`config.mk`:
```
export PLATFORM = sky130hd
export DESIGN_NAME = uart_8n1_transceiver
export DESIGN_NICKNAME = d
export VERILOG_FILES = /design/src/uart_pkg.sv /design/src/uart_8n1_transceiver.sv
export SDC_FILE = /design/constraint.sdc
export NUM_CORES = 1
export LEC_CHECK = 0
export ABC_AREA = 0
export ABC_CLOCK_PERIOD_IN_PS = 10450
export BUFFER_PORTS_ARGS = -buffer_cell sky130_fd_sc_hd__clkbuf_2
export CORE_ASPECT_RATIO = 0.7
export CORE_MARGIN = 8
export CORE_UTILIZATION = 63
export CTS_CLUSTER_DIAMETER = 150
export DETAILED_ROUTE_END_ITERATION = 12
export PLACE_DENSITY = 0.87
export SYNTH_ARGS = -nofsm -noshare
export SYNTH_HDL_FRONTEND = slang
export SYNTH_SLANG_ARGS = --single-unit
```
`constraint.sdc`:
```
create_clock -name clk -period 10.45 [get_ports clk]
set_clock_uncertainty 0.2 [all_clocks]
set_input_delay 1.5675 -clock clk [delete_from_list [all_inputs] [get_ports clk]]
set_output_delay 1.5675 -clock clk [all_outputs]
set_load 0.005 [all_outputs]
```
`src/uart_pkg.sv`:
```
// ----------------------------------------------------------------------------
// uart_pkg: shared types and constants for the 8N1 transceiver
// Register map, reset values, receive status codes and receiver phases.
// ----------------------------------------------------------------------------
`default_nettype none

package uart_pkg;

  // Configuration register widths and reset values
  localparam int unsigned CPB_W       = 20;
  localparam int unsigned TMO_W       = 32;
  localparam logic [CPB_W-1:0] CPB_RESET = 20'd6076;
  localparam logic [TMO_W-1:0] TMO_RESET = 32'd70000000;

  // APB side
  localparam int unsigned APB_DATA_W  = 32;
  localparam int unsigned APB_ADDR_W  = 3;
  localparam logic        REG_CPB     = 1'b0;
  localparam logic        REG_TMO     = 1'b1;

  // Frame format
  localparam int unsigned DATA_BITS_DEF = 8;
  localparam int unsigned BYTE_W        = 8;

  // Receive status codes
  localparam logic [1:0] RX_OK       = 2'd0;
  localparam logic [1:0] RX_TIMEOUT  = 2'd1;
  localparam logic [1:0] RX_BAD_STOP = 2'd2;

  // Receiver phases
  typedef enum logic [1:0] {
    RX_IDLE = 2'd0,
    RX_WAIT = 2'd1,
    RX_DATA = 2'd2,
    RX_STOP = 2'd3
  } rx_phase_t;

endpackage

`default_nettype wire

```
`src/uart_8n1_transceiver.sv`:
```
// ----------------------------------------------------------------------------
// uart_8n1_transceiver: 8N1 serial transmitter and receiver
// Each input transaction is one tick of the line timebase; each tick yields
// one result transaction with the pin level and receive status.
// ----------------------------------------------------------------------------
// Usage:
//   Input channel (in_valid/in_ready) carries one tick: tx_start, tx_byte,
//   the sampled rx_line level and rx_request. Result channel
//   (out_valid/out_ready) returns one transaction per tick: tx_line, tx_busy,
//   rx_busy, rx_done, rx_status and rx_byte.
//   A tick accepted at one edge sits in the input register; once the
//   result register is free, the frame/receive state updates and the
//   result register loads at the same edge, and out_valid rises.
//   Throughput is one tick per cycle while the result side is not stalled.
//   If the result side stalls, the result register holds and the input
//   register takes one more tick; after that in_ready drops until out_ready
//   returns. No tick is dropped or repeated.
//   Reset (rst_n low, synchronous) empties both registers, idles both the
//   transmitter and receiver and loads cycles_per_bit = 6076 and
//   rx_timeout_cycles = 70000000. Registers are written over the APB port
//   (offset 0x0 cycles_per_bit, 0x4 rx_timeout_cycles); the user must write
//   them only while no tick is in flight, which the block does not enforce.
// ----------------------------------------------------------------------------
`default_nettype none

module uart_8n1_transceiver #(
  parameter int unsigned DATA_BITS = uart_pkg::DATA_BITS_DEF
) (
  input  wire logic                             clk,
  input  wire logic                             rst_n,
  // input channel
  input  wire logic                             in_valid,
  output logic                                  in_ready,
  input  wire logic                             in_tx_start,
  input  wire logic [uart_pkg::BYTE_W-1:0]      in_tx_byte,
  input  wire logic                             in_rx_line,
  input  wire logic                             in_rx_request,
  // result channel
  output logic                                  out_valid,
  input  wire logic                             out_ready,
  output logic                                  out_tx_line,
  output logic                                  out_tx_busy,
  output logic                                  out_rx_busy,
  output logic                                  out_rx_done,
  output logic [1:0]                            out_rx_status,
  output logic [uart_pkg::BYTE_W-1:0]           out_rx_byte,
  // configuration port
  input  wire logic                             psel,
  input  wire logic                             penable,
  input  wire logic                             pwrite,
  input  wire logic [uart_pkg::APB_ADDR_W-1:0]  paddr,
  input  wire logic [uart_pkg::APB_DATA_W-1:0]  pwdata,
  output logic [uart_pkg::APB_DATA_W-1:0]       prdata,
  output logic                                  pready
);

  localparam int unsigned FRAME_W = DATA_BITS + 2;
  localparam int unsigned BLEFT_W = $clog2(FRAME_W + 1);
  localparam int unsigned BIDX_W  = $clog2(DATA_BITS + 1);
  localparam int unsigned CPB_W   = uart_pkg::CPB_W;
  localparam int unsigned TMO_W   = uart_pkg::TMO_W;
  localparam logic [BLEFT_W-1:0] FRAME_BITS = BLEFT_W'(FRAME_W);
  localparam logic [BIDX_W-1:0]  LAST_IDX   = BIDX_W'(DATA_BITS);

  // --------------------------------------------------------------------------
  // Configuration registers
  // --------------------------------------------------------------------------
  logic [CPB_W-1:0] cpb_r;
  logic [TMO_W-1:0] tmo_r;
  logic             cfg_wr;

  assign pready = 1'b1;
  assign cfg_wr = psel && penable && pwrite;

  always_ff @(posedge clk) begin
    if (!rst_n) begin
      cpb_r <= uart_pkg::CPB_RESET;
      tmo_r <= uart_pkg::TMO_RESET;
    end else if (cfg_wr) begin
      case (paddr[2])
        uart_pkg::REG_CPB: cpb_r <= pwdata[CPB_W-1:0];
        uart_pkg::REG_TMO: tmo_r <= pwdata[TMO_W-1:0];
        default: ;
      endcase
    end
  end

  // read mux
  always_comb begin
    case (paddr[2])
      uart_pkg::REG_CPB: prdata = {{(uart_pkg::APB_DATA_W-CPB_W){1'b0}}, cpb_r};
      uart_pkg::REG_TMO: prdata = tmo_r;
      default:           prdata = '0;
    endcase
  end

  // --------------------------------------------------------------------------
  // Pipeline control: input register -> state update -> result register
  // --------------------------------------------------------------------------
  logic                    in_valid_r;
  logic                    tx_start_r;
  logic [uart_pkg::BYTE_W-1:0] tx_byte_r;
  logic                    rx_line_r;
  logic                    rx_req_r;
  logic                    out_valid_r;
  logic                    out_load;
  logic                    in_load;

  assign out_load = in_valid_r && (!out_valid_r || out_ready);
  assign in_ready = !in_valid_r || out_load;
  assign in_load  = in_valid && in_ready;

  always_ff @(posedge clk) begin
    if (!rst_n) begin
      in_valid_r <= 1'b0;
    end else if (in_ready) begin
      in_valid_r <= in_valid;
    end
  end

  always_ff @(posedge clk) begin
    if (in_load) begin
      tx_start_r <= in_tx_start;
      tx_byte_r  <= in_tx_byte;
      rx_line_r  <= in_rx_line;
      rx_req_r   <= in_rx_request;
    end
  end

  // Effective bit period: zero reads as one
  logic [CPB_W-1:0] bit_n;
  assign bit_n = (cpb_r == '0) ? CPB_W'(1) : cpb_r;

  // --------------------------------------------------------------------------
  // Transmitter
  // --------------------------------------------------------------------------
  logic [FRAME_W-1:0] tx_shift_r,  tx_shift_nxt,  tx_shift_a;
  logic [BLEFT_W-1:0] tx_left_r,   tx_left_nxt,   tx_left_a;
  logic [CPB_W-1:0]   tx_timer_r,  tx_timer_nxt,  tx_timer_a;
  logic [CPB_W:0]     tx_timer_inc;
  logic               tx_go;
  logic [DATA_BITS+uart_pkg::BYTE_W-1:0] tx_byte_ext;
  logic               tx_line_c, tx_busy_c;

  assign tx_go       = (tx_left_r == '0) && tx_start_r;
  assign tx_byte_ext = {{DATA_BITS{1'b0}}, tx_byte_r};

  // load a new frame, then hold each bit for one bit period
  always_comb begin
    tx_shift_a   = tx_go ? {1'b1, tx_byte_ext[DATA_BITS-1:0], 1'b0} : tx_shift_r;
    tx_left_a    = tx_go ? FRAME_BITS : tx_left_r;
    tx_timer_a   = tx_go ? '0 : tx_timer_r;
    tx_timer_inc = {1'b0, tx_timer_a} + (CPB_W+1)'(1);
    tx_shift_nxt = tx_shift_a;
    tx_left_nxt  = tx_left_a;
    tx_timer_nxt = tx_timer_a;
    tx_line_c    = 1'b1;
    tx_busy_c    = 1'b0;
    if (tx_left_a != '0) begin
      tx_line_c = tx_shift_a[0];
      tx_busy_c = 1'b1;
      if (tx_timer_inc >= {1'b0, bit_n}) begin
        tx_timer_nxt = '0;
        tx_shift_nxt = {1'b1, tx_shift_a[FRAME_W-1:1]};
        tx_left_nxt  = tx_left_a - BLEFT_W'(1);
      end else begin
        tx_timer_nxt = tx_timer_inc[CPB_W-1:0];
      end
    end
  end

  always_ff @(posedge clk) begin
    if (!rst_n) begin
      tx_shift_r <= '1;
      tx_left_r  <= '0;
      tx_timer_r <= '0;
    end else if (out_load) begin
      tx_shift_r <= tx_shift_nxt;
      tx_left_r  <= tx_left_nxt;
      tx_timer_r <= tx_timer_nxt;
    end
  end

  // --------------------------------------------------------------------------
  // Receiver next state
  // --------------------------------------------------------------------------
  uart_pkg::rx_phase_t rx_phase_r, rx_phase_nxt, rx_phase_a;
  logic [TMO_W-1:0]    rx_timer_r, rx_timer_nxt, rx_timer_a;
  logic [BIDX_W-1:0]   rx_idx_r,   rx_idx_nxt;
  logic [DATA_BITS-1:0] rx_data_r, rx_data_nxt;
  logic [TMO_W-1:0]    rx_timer_inc, rx_timer_dec, rx_stop_inc;
  logic [CPB_W:0]      half_plus_n;
  logic                rx_done_c;
  logic [1:0]          rx_status_c;

  assign half_plus_n = {1'b0, bit_n >> 1} + {1'b0, bit_n};

  always_comb begin
    rx_phase_a   = (rx_phase_r == uart_pkg::RX_IDLE && rx_req_r) ?
                   uart_pkg::RX_WAIT : rx_phase_r;
    rx_timer_a   = (rx_phase_r == uart_pkg::RX_IDLE && rx_req_r) ? '0 : rx_timer_r;
    rx_timer_inc = rx_timer_a + TMO_W'(1);
    rx_timer_dec = rx_timer_a - TMO_W'(1);
    rx_phase_nxt = rx_phase_a;
    rx_timer_nxt = rx_timer_a;
    rx_idx_nxt   = rx_idx_r;
    rx_data_nxt  = rx_data_r;
    rx_done_c    = 1'b0;
    rx_status_c  = uart_pkg::RX_OK;

    case (rx_phase_a)
      // waiting for the start edge
      uart_pkg::RX_WAIT: begin
        if (!rx_line_r) begin
          rx_phase_nxt = uart_pkg::RX_DATA;
          rx_timer_nxt = {{(TMO_W-CPB_W-1){1'b0}}, half_plus_n};
          rx_idx_nxt   = '0;
          rx_data_nxt  = '0;
        end else begin
          rx_timer_nxt = rx_timer_inc;
          if (rx_timer_inc >= tmo_r) begin
            rx_phase_nxt = uart_pkg::RX_IDLE;
            rx_done_c    = 1'b1;
            rx_status_c  = uart_pkg::RX_TIMEOUT;
          end
        end
      end
      // mid-bit sampling
      uart_pkg::RX_DATA: begin
        rx_timer_nxt = rx_timer_dec;
        if (rx_timer_dec == '0) begin
          if (rx_idx_r >= LAST_IDX) begin
            rx_phase_nxt = uart_pkg::RX_STOP;
          end else begin
            for (int i = 0; i < DATA_BITS; i++) begin
              if (rx_idx_r == BIDX_W'(i)) rx_data_nxt[i] = rx_line_r;
            end
            rx_idx_nxt   = rx_idx_r + BIDX_W'(1);
            rx_timer_nxt = {{(TMO_W-CPB_W){1'b0}}, bit_n};
          end
        end
      end
      default: ;
    endcase

    // stop window, checked on the tick it opens as well
    rx_stop_inc = rx_timer_nxt + TMO_W'(1);
    if (rx_phase_nxt == uart_pkg::RX_STOP) begin
      if (rx_line_r) begin
        rx_phase_nxt = uart_pkg::RX_IDLE;
        rx_done_c    = 1'b1;
        rx_status_c  = uart_pkg::RX_OK;
      end else begin
        rx_timer_nxt = rx_stop_inc;
        if (rx_stop_inc >= {{(TMO_W-CPB_W){1'b0}}, bit_n}) begin
          rx_phase_nxt = uart_pkg::RX_IDLE;
          rx_done_c    = 1'b1;
          rx_status_c  = uart_pkg::RX_BAD_STOP;
        end
      end
    end
  end

  // entering the stop window restarts its timer
  always_ff @(posedge clk) begin
    if (!rst_n) begin
      rx_phase_r <= uart_pkg::RX_IDLE;
      rx_timer_r <= '0;
      rx_idx_r   <= '0;
      rx_data_r  <= '0;
    end else if (out_load) begin
      rx_phase_r <= rx_phase_nxt;
      rx_timer_r <= rx_timer_nxt;
      rx_idx_r   <= rx_idx_nxt;
      rx_data_r  <= rx_data_nxt;
    end
  end

  // --------------------------------------------------------------------------
  // Receiver outputs
  // --------------------------------------------------------------------------
  logic [DATA_BITS+uart_pkg::BYTE_W-1:0] rx_data_ext;
  logic [uart_pkg::BYTE_W-1:0]           rx_byte_c;
  logic                                  rx_busy_c;

  assign rx_data_ext = {{uart_pkg::BYTE_W{1'b0}}, rx_data_r};

  always_comb begin
    rx_busy_c = (rx_phase_nxt != uart_pkg::RX_IDLE);
    rx_byte_c = '0;
    if (rx_done_c && rx_status_c == uart_pkg::RX_OK) begin
      rx_byte_c = rx_data_ext[uart_pkg::BYTE_W-1:0];
    end
  end

  // --------------------------------------------------------------------------
  // Result register
  // --------------------------------------------------------------------------
  logic                        res_tx_line_r, res_tx_busy_r, res_rx_busy_r, res_rx_done_r;
  logic [1:0]                  res_rx_status_r;
  logic [uart_pkg::BYTE_W-1:0] res_rx_byte_r;

  always_ff @(posedge clk) begin
    if (!rst_n) begin
      out_valid_r <= 1'b0;
    end else if (!out_valid_r || out_ready) begin
      out_valid_r <= in_valid_r;
    end
  end

  always_ff @(posedge clk) begin
    if (out_load) begin
      res_tx_line_r   <= tx_line_c;
      res_tx_busy_r   <= tx_busy_c;
      res_rx_busy_r   <= rx_busy_c;
      res_rx_done_r   <= rx_done_c;
      res_rx_status_r <= rx_status_c;
      res_rx_byte_r   <= rx_byte_c;
    end
  end

  assign out_valid     = out_valid_r;
  assign out_tx_line   = res_tx_line_r;
  assign out_tx_busy   = res_tx_busy_r;
  assign out_rx_busy   = res_rx_busy_r;
  assign out_rx_done   = res_rx_done_r;
  assign out_rx_status = res_rx_status_r;
  assign out_rx_byte   = res_rx_byte_r;

  // --------------------------------------------------------------------------
  // Assertions
  // --------------------------------------------------------------------------
  a_tx_idle_high: assert property (@(posedge clk) disable iff (!rst_n)
    out_valid_r && !res_tx_busy_r |-> res_tx_line_r)
    else $error("tx line low while transmitter idle");

  a_done_not_busy: assert property (@(posedge clk) disable iff (!rst_n)
    out_valid_r && res_rx_done_r |-> !res_rx_busy_r)
    else $error("receive done while still busy");

  a_status_needs_done: assert property (@(posedge clk) disable iff (!rst_n)
    out_valid_r && res_rx_status_r != uart_pkg::RX_OK |-> res_rx_done_r)
    else $error("receive status without done");

  a_byte_needs_ok: assert property (@(posedge clk) disable iff (!rst_n)
    out_valid_r && res_rx_byte_r != '0 |->
      res_rx_done_r && res_rx_status_r == uart_pkg::RX_OK)
    else $error("received byte shown without good completion");

  a_tx_left_range: assert property (@(posedge clk) disable iff (!rst_n)
    tx_left_r <= FRAME_BITS)
    else $error("transmit bit count out of range");

  a_state_frozen_on_stall: assert property (@(posedge clk) disable iff (!rst_n)
    !out_load |=> $stable(rx_phase_r) && $stable(tx_left_r))
    else $error("state advanced without a transaction moving forward");

endmodule

`default_nettype wire
```
---- After elaboration in Yosys (flattened, before gate mapping) ----
Index checks and enable logic that the tools add are counted.
Widths: inputs -> output; s select.
word-level totals
  latch bits .............................. 0
  bits in registers ....................... 159
  memories ................................ 0
  input bits .............................. 53
  bits in writable memories ............... 0
  logic and storage cells ................. 148
  bits in read-only memories .............. 0
cells by class
  equal/unequal tests ..................... 21
  shift-type cells ........................ 0
  div/mod/pow operators ................... 0
  multiply operators ...................... 0
  order comparisons ....................... 4
  bitwise gates (word level) .............. 1
  muxes and demuxes ....................... 56
  reduce and logical (&&, ||, !) cells .... 31
  $add $sub $neg .......................... 7
operator list
  kind                   number
  $mux 32                6
  $pmux 32 s2            2
  $mux 20                4
  $add 32x1->32 const B  2
  $reduce_and 6->1       8
  $ge 32x20->1           1
  $ge 32x32->1           1
  $logic_not 32->1       1
  $sub 32x1->32 const B  1
  $mux 10                3
  $mux 4                 6
  $mux 8                 3
  $mux 2                 11
  $ne 2x2->1 const B     11
  $add 19x20->21         1
  $add 20x1->21 const B  1
  $ge 21x20->1           1
  $logic_not 20->1       1
  $mux 1                 18
  $eq 4x3->1 const B     4
  $pmux 8 s2             1
  $eq 4x2->1 const B     2
  $logic_not 4->1        2
  $pmux 4 s2             1
  16 further kinds       28

---- Longest topological paths before layout ----
  word-level depth ........................ 14
  depth in mapped cells ................... 37
  mapped depth without buffers ............ 33

---- Least setup slack after synthesis ----
Ideal clock, no wire load.
  path kind ............................... reg2reg
  from .................................... register rx_req_r
  to ...................................... register res_rx_status_r[1], in the netlist out_rx_status[1] (data pin)
  slack ................................... 2.676 ns
  path buffers ............................ 7
  required time ........................... 9.996 ns
  cell stages (with the launch flop) ...... 36
  arrival ................................. 7.319 ns
  library setup time ...................... 0.254 ns
  cell sequence ........................... edfxtp_1 -> buf_2 -> or3b_1 -> buf_2 -> buf_2 -> buf_1 -> clkbuf_1 -> nand2_1 -> ha_1 -> nor4b_4 -> and3_1 -> buf_4 -> a41o_1 -> nor4b_2 -> nand4_1 -> nor4b_2 -> buf_4 -> a31oi_1 -> a211oi_1 -> nand2_1 -> a211oi_1 -> xor2_1 -> ha_1 -> a21o_1 -> a21o_1 -> a21oi_1 -> o21ai_0 -> a21o_1 -> a21o_1 -> a21oi_1 -> o21ai_0 -> a2111oi_0 -> nor3_1 -> a211o_1 -> a211o_1 -> o21a_1
on the way
  longest elaborated chain between the ends .. 11
RTL lines
  element                                      RTL line                                                  text
  from (decl)                                  uart_8n1_transceiver.sv:104                               logic rx_req_r;
  from (signal assigned)                       uart_8n1_transceiver.sv:126                               rx_req_r <= in_rx_request;
  $logic_and 1x1->1 (*)                        uart_8n1_transceiver.sv:199, uart_8n1_transceiver.sv:201
  $mux 32                                      uart_8n1_transceiver.sv:201                               rx_timer_a = (rx_phase_r == uart_pkg::RX_IDLE && rx_req_r) ? '0 : rx_timer_r;
  $sub 32x1->32                                uart_8n1_transceiver.sv:203                               rx_timer_dec = rx_timer_a - TMO_W'(1);
  $logic_not 32->1 or $mux 32 (tied branches)  uart_8n1_transceiver.sv:231, uart_8n1_transceiver.sv:232
  $mux 32                                      uart_8n1_transceiver.sv:231                               if (rx_timer_dec == '0) begin
  $pmux 32 s2                                  uart_8n1_transceiver.sv:211                               case (rx_phase_a)
  $add 32x1->32                                uart_8n1_transceiver.sv:247                               rx_stop_inc = rx_timer_nxt + TMO_W'(1);
  $ge 32x20->1                                 uart_8n1_transceiver.sv:255                               if (rx_stop_inc >= {{(TMO_W-CPB_W){1'b0}}, bit_n}) begin
  $mux 2                                       uart_8n1_transceiver.sv:255
  $mux 2                                       uart_8n1_transceiver.sv:249                               if (rx_line_r) begin
  $mux 2 (*)                                   uart_8n1_transceiver.sv:248                               if (rx_phase_nxt == uart_pkg::RX_STOP) begin
  named net rx_status_c[1]                     uart_8n1_transceiver.sv:194                               logic [1:0] rx_status_c;
  to (signal assigned)                         uart_8n1_transceiver.sv:317                               res_rx_status_r <= rx_status_c;
  to (decl)                                    uart_8n1_transceiver.sv:300                               logic [1:0] res_rx_status_r;
The timed path passes the listed nets; every way through them passes the cells marked *.
A chain may end at the register's enable or synchronous reset.

---- Final worst setup path ----
  from .................................... register rx_req_r
  to ...................................... register res_rx_done_r, in the netlist out_rx_done (data pin)
on the way
  longest elaborated chain between the ends .. 11
RTL lines
  element                                      RTL line                                                  text
  $logic_and 1x1->1 (*)                        uart_8n1_transceiver.sv:199, uart_8n1_transceiver.sv:201
  $mux 32                                      uart_8n1_transceiver.sv:201
  $sub 32x1->32                                uart_8n1_transceiver.sv:203
  $logic_not 32->1 or $mux 32 (tied branches)  uart_8n1_transceiver.sv:231, uart_8n1_transceiver.sv:232
  $mux 32                                      uart_8n1_transceiver.sv:231
  $pmux 32 s2                                  uart_8n1_transceiver.sv:211
  $add 32x1->32                                uart_8n1_transceiver.sv:247
  $ge 32x20->1                                 uart_8n1_transceiver.sv:255
  $mux 1                                       uart_8n1_transceiver.sv:255
  $mux 1                                       uart_8n1_transceiver.sv:249
  $mux 1 (*)                                   uart_8n1_transceiver.sv:248
  named net rx_done_c                          uart_8n1_transceiver.sv:193                               logic rx_done_c;
  to (signal assigned)                         uart_8n1_transceiver.sv:316                               res_rx_done_r <= rx_done_c;
  to (decl)                                    uart_8n1_transceiver.sv:299                               logic res_tx_line_r, res_tx_busy_r, res_rx_busy_r, res_rx_done_r;
Marked as above.

==> impl_metrics.json <==
{
  "layout_worst_path_cycle_share": 0.879,
  "relSlewSlack": 0.149,
  "critical_path.max_stage_delay_ps": 640,
  "hp-class": "register to register",
  "number_of_hold_buffers_added_after_cts": 0,
  "post_layout_nonfiller_instances": 2294,
  "synth_cell_type_count": 97,
  "detailedRoute.firstIterationViolations": 2338,
  "io_pins": 102,
  "hold_viol": 0,
  "num-fill-cells": 1863,
  "cts_made_buffers": 17,
  "critPathMostFrequentCell": "a21o_1",
  "grt_pass1_vias": 14500,
  "drt_pre_antenna_iters": 6,
  "data_arrival_time_of_the_worst_path_ps": 9170,
  "area.growth.synth_to_final_pct": 8.02,
  "antenna_found_initial": 1,
  "dp_cells": 2262,
  "postRouteWirelength_um": 54400,
  "share_of_layout_cells_above_drive_strength_1": 0.112,
  "final_cell_area_mm2": 0.0157,
  "report.final.slew_viol_count": 0,
  "dr_wl_met2_um": 22000,
  "chipHeight_um": 143,
  "ys_seq_elements": 159,
  "route.met3.wl_um": 8240,
  "ir_worst_vdd_mv": 0.121,
  "seq_area_frac_synth": 0.236,
  "setup_viol": 0,
  "gp_congestion": 1.01,
  "status": "completed",
  "power.total_mw": 1.70,
  "floorplan.die.width_um": 198,
  "postCtsSetupBuffers": 0,
  "die_area_mm2": 0.0283,
  "timing.setup.critical_path_class": "register to register",
  "worst_skew_pair.late_latency_ps": 450,
  "cts.repair.resized": 0,
  "worst_setup_path_start_kind": "register",
  "via_count": 15900,
  "timing.critical_path.slowest_stage_cell": "a211oi_1",
  "finalWorstSetupSlack_ps": 1270,
  "clkSlewWorstSetupHoldPaths_ps": 70,
  "max-clock-path-buffers": 2,
  "rsz0062_at_grt": "no",
  "cts.sinks": 159,
  "synth.yosys.warnings": 0,
  "placedInstanceArea_mm2": 0.0151,
  "cellLeakagePower_nw": 6.35,
  "achievable-frequency_mhz": 109,
  "io_buffer_count": 98,
  "grt_pass1_wl_um": 82500,
  "worstSetupEndpointType": "register",
  "drcViolationCount": 0,
  "core_mm2": 0.0227,
  "insertedDiodeCount": 0,
  "layout.nets": 2126,
  "syn_avg_cell_area_um2": 7.42,
  "final_core_util": 0.693,
  "gr-total-overflow": 0,
  "critical_path_required_ps": 10430,
  "clock_tree.root_cell": "clkbuf_16",
  "finalSetupTns_ps": 0,
  "synth_fp_nets": 2117,
  "hold_slack_ps": 271,
  "synth-main-ff-cell": "dfxtp_1",
  "preCtsSetupSlack_ps": 1730,
  "netlist_instances": 1960,
  "rows": 46,
  "hpwl_um": 41200,
  "highest_metal_layer_with_signal_wires": "met5",
  "period_minus_slack_ps": 9180,
  "synthesis.area_mm2": 0.0145,
  "max_cap_violations": 0,
  "viasPerCell": 6.91,
  "cts_tree": "done",
  "detail_route.wirelength.met1_um": 22300,
  "route.antenna.remaining_nets": 0,
  "grt_use_total": 0.375,
  "wire_per_inst_um": 23.7,
  "cts_max_level": 4,
  "ys_async_sr_fraction": 0,
  "initial_core_util": 0.641,
  "grt_start_max_net_pins": 90,
  "crit_fanout": 18,
  "powerDensity_mw_per_mm2": 108,
  "number_of_flops_mapped_to_enable_cells_by_yosys": 25,
  "tightestPinTransition_ps": 1270
}
==> layout by cell type, fill, tap and decap left out, types with 25 or more instances in the layout <==
cell type | synthesis | layout
buf_4 | 4 | 34
xnor2_1 | 62 | 62
ha_1 | 103 | 103
nor2_1 | 121 | 119
and2_1 | 58 | 58
nor3_1 | 51 | 49
inv_1 | 86 | 86
nand3_1 | 56 | 56
nor2b_1 | 30 | 30
nor4_1 | 27 | 27
and3_1 | 29 | 29
o211ai_1 | 34 | 34
dfxtp_1 | 134 | 134
xor2_1 | 46 | 46
edfxtp_1 | 25 | 25
a21o_1 | 46 | 46
a21boi_0 | 51 | 51
o21ai_0 | 122 | 122
nand2_1 | 293 | 293
clkbuf_2 | 0 | 97
a21oi_1 | 99 | 99
nand4_1 | 43 | 43
==> sequential cells by signal, summed over array words and instances, names as in the netlist, 2 cells and up <==
name / flops
tx_byte_r: 8
tx_timer_r: 20
rx_phase_r: 2
rx_timer_r: 32
rx_data_r: 8
out_rx_status: 2
cpb_r: 20
tx_shift_r: 10
tx_left_r: 4
tmo_r: 32
out_rx_byte: 8
rx_idx_r: 4
==> path summary, 6_finish.rpt <==
kind | from | end | slack [ps] | depth (start not counted)
worst min register to register | tmo_r[24] | tmo_r[24] | 270 | 2
worst max register to register | rx_req_r | out_rx_done | 1270 | 30
worst max-delay path | rx_req_r | out_rx_done | 1270 | 30
worst min-delay path | tmo_r[24] | tmo_r[24] | 270 | 2
==> routing by layer <==
layer	vias to the layer above	global-route usage
li1	7086	-
met1	7414	0.515
met2	1206	0.540
met3	149	0.129
met4	2	0.122
met5	-	0
==> where the power goes <==
group	switching, mW	internal [mW]	total (mW)	leakage [nW]
registers	0.0229	0.639	0.662	1.32
logic	0.274	0.146	0.419	4.75
clock network	0.305	0.316	0.622	0.280
==> logic make-up (layout without fill, tap and decap cells) <==
family	count (synthesis)	after routing	synth area share
adder cells (fa/ha/maj)	104	104	0.0900
buffers and inverters	229	251	0.0619
other	1	1	0.000258
multiplexers	19	19	0.0186
AO/OA/AOI/OAI	514	514	0.236
XOR/XNOR	108	108	0.0651
AND/OR/NAND/NOR	826	826	0.292
flip-flops	159	159	0.236
==> critical path, delay by kind of cell (launching register included) <==
kind            cells  cell delay [ps]
fa+ha+maj           2              540
xor+xnor            1              170
compound gates     15             4180
buf+inv             2              530
simple gates       10             2920
flops               1              360
==> synthesized netlist by cell type, drive strengths merged (34+ instances only) <==
cell / count / area [um^2]
xor2: 46 / 403
nand4: 43 / 269
xnor2: 62 / 543
o21ai: 127 / 636
nand2: 294 / 1110
dfxtp: 134 / 2680
a21o: 46 / 345
and2: 59 / 369
inv: 86 / 323
ha: 103 / 1290
a21boi: 51 / 383
nand3: 58 / 300
nor3: 53 / 282
nor2: 122 / 465
o211ai: 34 / 255
clkbuf: 111 / 417
a21oi: 99 / 495
==> final cells by class <==
cell class / instances / area (um^2) / area share
repair buffers: 131 / 741 / 0.0472
flip-flops and latches: 159 / 3430 / 0.219
inverters: 88 / 330 / 0.0210
clock buffers: 17 / 425 / 0.0271
multi-input cells: 1572 / 10200 / 0.652
clock inverters: 15 / 145 / 0.00924
well taps: 312 / 390 / 0.0249
(Power assumes the default switching activity.)
